`config.mk`:
```
export PLATFORM = sky130hd
export DESIGN_NAME = sha256s_round
export DESIGN_NICKNAME = d
export VERILOG_FILES = /design/src/rtl/sha256s_pkg.sv /design/src/rtl/sha256s_round.sv
export SDC_FILE = /design/constraint.sdc
export NUM_CORES = 1
export LEC_CHECK = 0
export ABC_AREA = 1
export BUFFER_PORTS_ARGS = -buffer_cell sky130_fd_sc_hd__clkbuf_2
export CAP_MARGIN = 20
export CORE_AREA = 2 2 421 423
export DETAILED_ROUTE_END_ITERATION = 12
export DIE_AREA = 0 0 423 425
export SLEW_MARGIN = 20
export SYNTH_ARGS = -nofsm -noshare
export SYNTH_HDL_FRONTEND = slang
export SYNTH_SLANG_ARGS = --single-unit
```
`constraint.sdc`:
```
create_clock -name vclk -period 6
set_clock_uncertainty 0.2 [all_clocks]
set_input_delay 0 -clock vclk [all_inputs]
set_output_delay 0 -clock vclk [all_outputs]
set_load 0.02 [all_outputs]
```
`src/rtl/sha256s_pkg.sv`:
```
// sha-256 stream hasher: shared types, round constants and initial hash values
`default_nettype none

package sha256s_pkg;

    typedef logic [31:0] word_t;

    // eight working or chaining words, index 0 is word a
    typedef logic [7:0][31:0] hash_t;

    // sixteen schedule words, index 15 holds the word used in the current round
    typedef logic [15:0][31:0] window_t;

    // input item payload
    typedef struct packed {
        logic [7:0] data_byte;
        logic       has_data;
        logic       end_of_message;
    } msg_t;

    // result item payload
    typedef struct packed {
        logic [31:0] digest_word;
        logic [2:0]  word_index;
        logic        last_word;
    } digest_t;

    localparam logic [7:0] PAD_MARK   = 8'h80;
    localparam logic [7:0] PAD_ZERO   = 8'h00;
    localparam logic [5:0] LEN_AT     = 6'd56;
    localparam logic [5:0] LAST_FILL  = 6'd63;
    localparam logic [5:0] LAST_ROUND = 6'd63;
    localparam logic [2:0] LAST_WORD  = 3'd7;

    // initial hash value, word 7 down to word 0
    localparam hash_t INIT_H = {
        32'h5be0cd19, 32'h1f83d9ab, 32'h9b05688c, 32'h510e527f,
        32'ha54ff53a, 32'h3c6ef372, 32'hbb67ae85, 32'h6a09e667
    };

    localparam word_t ROUND_K [64] = '{
        32'h428a2f98, 32'h71374491, 32'hb5c0fbcf, 32'he9b5dba5,
        32'h3956c25b, 32'h59f111f1, 32'h923f82a4, 32'hab1c5ed5,
        32'hd807aa98, 32'h12835b01, 32'h243185be, 32'h550c7dc3,
        32'h72be5d74, 32'h80deb1fe, 32'h9bdc06a7, 32'hc19bf174,
        32'he49b69c1, 32'hefbe4786, 32'h0fc19dc6, 32'h240ca1cc,
        32'h2de92c6f, 32'h4a7484aa, 32'h5cb0a9dc, 32'h76f988da,
        32'h983e5152, 32'ha831c66d, 32'hb00327c8, 32'hbf597fc7,
        32'hc6e00bf3, 32'hd5a79147, 32'h06ca6351, 32'h14292967,
        32'h27b70a85, 32'h2e1b2138, 32'h4d2c6dfc, 32'h53380d13,
        32'h650a7354, 32'h766a0abb, 32'h81c2c92e, 32'h92722c85,
        32'ha2bfe8a1, 32'ha81a664b, 32'hc24b8b70, 32'hc76c51a3,
        32'hd192e819, 32'hd6990624, 32'hf40e3585, 32'h106aa070,
        32'h19a4c116, 32'h1e376c08, 32'h2748774c, 32'h34b0bcb5,
        32'h391c0cb3, 32'h4ed8aa4a, 32'h5b9cca4f, 32'h682e6ff3,
        32'h748f82ee, 32'h78a5636f, 32'h84c87814, 32'h8cc70208,
        32'h90befffa, 32'ha4506ceb, 32'hbef9a3f7, 32'hc67178f2
    };

endpackage

`default_nettype wire

```
`src/rtl/sha256s_round.sv`:
```
// one sha-256 compression round plus one message schedule step
`default_nettype none

module sha256s_round (
    input  wire sha256s_pkg::hash_t   state,
    input  wire sha256s_pkg::window_t window,
    input  wire sha256s_pkg::word_t   k,
    output sha256s_pkg::hash_t        state_next,
    output sha256s_pkg::word_t        w_new
);

    sha256s_pkg::word_t a, b, c, d, e, f, g, h, w;
    sha256s_pkg::word_t big0, big1, ch, mj, t1, t2;
    sha256s_pkg::word_t x1, x14, s0, s1;

    // working words and the schedule word for this round
    always_comb
    begin
        a = state[0];
        b = state[1];
        c = state[2];
        d = state[3];
        e = state[4];
        f = state[5];
        g = state[6];
        h = state[7];
        w = window[15];
    end

    // round function
    always_comb
    begin
        big1 = {e[5:0], e[31:6]} ^ {e[10:0], e[31:11]} ^ {e[24:0], e[31:25]};
        ch   = (e & f) ^ (~e & g);
        t1   = h + big1 + ch + k + w;
        big0 = {a[1:0], a[31:2]} ^ {a[12:0], a[31:13]} ^ {a[21:0], a[31:22]};
        mj   = (a & b) ^ (a & c) ^ (b & c);
        t2   = big0 + mj;

        state_next[0] = t1 + t2;
        state_next[1] = a;
        state_next[2] = b;
        state_next[3] = c;
        state_next[4] = d + t1;
        state_next[5] = e;
        state_next[6] = f;
        state_next[7] = g;
    end

    // schedule word sixteen rounds ahead of the current one
    always_comb
    begin
        x1    = window[14];
        x14   = window[1];
        s0    = {x1[6:0], x1[31:7]} ^ {x1[17:0], x1[31:18]} ^ {3'b000, x1[31:3]};
        s1    = {x14[16:0], x14[31:17]} ^ {x14[18:0], x14[31:19]} ^ {10'd0, x14[31:10]};
        w_new = window[15] + s0 + window[6] + s1;
    end

endmodule

`default_nettype wire

```
==> flow_summary_export.csv <==
group,metric,value,unit
routing,drt-pass1-iter-count,5,
synth,syn_nets,3553,
sta,finalCritPeriodShare,0.964,
floorplanning,core,175000,um^2
sta,timing.hold.ws,0.0312,ns
layout,seq_area,0,um^2
layout,area.growth.synth_to_final,53.2,%
setup_path,arrival,5.58,ns
setup_path,crit_required,5.80,ns
status,status,"finished clean",
sta,rsz0062_at_grt,"yes",
routing,avgViaCountPerCell,3.35,
setup_path,crit_type,"primary input to output port",
setup_path,critPathMaxStageDelay,0.57,ns
synth,syn_area_per_cell,6.96,um^2
layout,layout_common_cells,"clkbuf_2, inv_1, buf_4",
grt,grt_usage,0.137,
sta,setup_viol,0,
layout,utilization,0.149,
sta,worstMarginPinSlew,1.09,ns
layout,layout.nets,4422,
grt,overflow,0,
setup_path,cpMostUsedCell,"nand2_1",
routing,vias,18900,
sta,hold_violations,0,
setup_path,cp_max_fo,5,
place,place_area,24900,um^2
floorplanning,die_h,425,um
grt,antenna_found_initial,62,
synth,yosys_warnings,0,
setup_path,endpoint_kind,"output port",
synth,synthesis.area,17000,um^2
worst_hold_path,holdCritPathClass,"primary input to output port",
layout,final_area,26000,um^2
layout,nClkBuffers,0,
place,port-buffer-count,704,
place,hpwl,124000,um
sta,drv_slew,0,
grt,grt_pass1_vias,19200,
floorplanning,initial_utilization,0.0969,
place,place.gp.congestion,0.938,
synth,synth.top_cell.area_share,0.220,
floorplanning,dieArea,180000,um^2
worst_hold_path,whs_path_depth,2,
layout,layout-drive-gt1-share,0.388,
routing,final_antenna_net_count,0,
grt,grt_pass1_wl,165000,um
sta,relSlewSlack,0.252,
synth,synthCells,2442,
synth,synthTopCellsByArea,"fa_1, inv_1, xor2_1",
routing,postRouteWirelength,129000,um
floorplanning,io_pins,1088,
setup_path,cp_slowest_cell,"fa_1",
layout,layout_commonest_cell,"clkbuf_2",
synth,yosys.area.top_type,"fa_1",
synth,synthDistinctLibCells,45,
sta,max_freq,0.173,GHz
setup_path,start_kind,"primary input",
flow_run,drv_cap,0,
synth,synth.yosys.seq_area_share,0,
sta,final.min_clock_period,5.78,ns
layout,design.seq.count,0,
routing,avgRoutedWirePerCell,22.9,um
routing,drc,0,
routing,drt_iter0_markers,867,
grt,grt_max_degree,7,
floorplanning,die_w,423,um
floorplanning,rows,154,
==> metal layers <==
metal	wire (um)	track usage	part of all wire
met5	75	0	0.00058
met4	5080	0.0393	0.039
met3	4000	0.0105	0.031
met2	76400	0.293	0.59
met1	43800	0.137	0.34
==> final cells by class <==
type | count | area (um^2)
diodes | 4 | 10.0
fillers | 20300 | 149000
inverters | 536 | 2030
multi-input cells | 1697 | 14500
well taps | 2340 | 2930
repair buffers | 1076 | 6570
==> cell families after synthesis <==
family                   share of synthesized area
AO/OA/AOI/OAI                                0.113
XOR/XNOR                                     0.179
adder cells (fa/ha/maj)                      0.323
buffers and inverters                        0.207
multiplexers                                0.0138
AND/OR/NAND/NOR                              0.163
==> final timing paths <==
| path | start | slack [ns] | end |
|---|---|---|---|
| worst max-delay path | state[240] | 0.22 | state_next[22] |
| worst min-delay path | state[208] | 0.03 | state_next[240] |
==> critical path, delay by kind of cell <==
kind	cells	cell delay (ns)
fa+ha+maj	6	2.65
buf+inv	11	1.22
simple gates	8	0.74
compound gates	4	0.60
xor+xnor	2	0.36
==> through the flow <==
step	setup WS (ns)	TNS [ns]	cells
3_3_place_gp	-0.559	-9.00	5638
5_1_grt	-0.0836	-0.169	5650
3_5_place_dp	-0.509	-9.31	5638
6_report	0.215	0	5653
4_1_cts	0.00465	0	5641
2_1_floorplan	0.731	0	2442
==> Yosys cell counts (3+ instances only) <==
| library cell | count |
|---|---|
| ha_1 | 124 |
| a31oi_1 | 11 |
| maj3_1 | 20 |
| nand3b_1 | 4 |
| mux2i_1 | 20 |
| nor2_1 | 154 |
| o21ai_0 | 59 |
| xnor2_1 | 166 |
| o21bai_1 | 33 |
| xor2_1 | 182 |
| buf_4 | 192 |
| a21boi_0 | 4 |
| a21oi_1 | 147 |
| fa_1 | 187 |
| nand2_2 | 9 |
| inv_1 | 533 |
| nand2_1 | 381 |
| a21o_1 | 21 |
| o21ai_2 | 9 |
| a21boi_2 | 3 |
| clkbuf_1 | 17 |
| nand4_1 | 20 |
| o21ai_1 | 5 |
| nor3_1 | 11 |
| o221ai_1 | 5 |
| mux2_2 | 3 |
| nand3_1 | 82 |
| o21a_1 | 15 |
==> what timing repair did <==
item / CTS / global route
gates resized for setup: 55 / 187
buffers inserted: 3 / 8
hold buffers: 0 / 0
cloned: 0 / 0
endpoints found under the setup margin: 35 / 31
pin swaps: 16 / 48
Power is left out: the tool's default activity adds up to more than one toggle a clock period on the data nets, which glitch-free logic cannot reach.
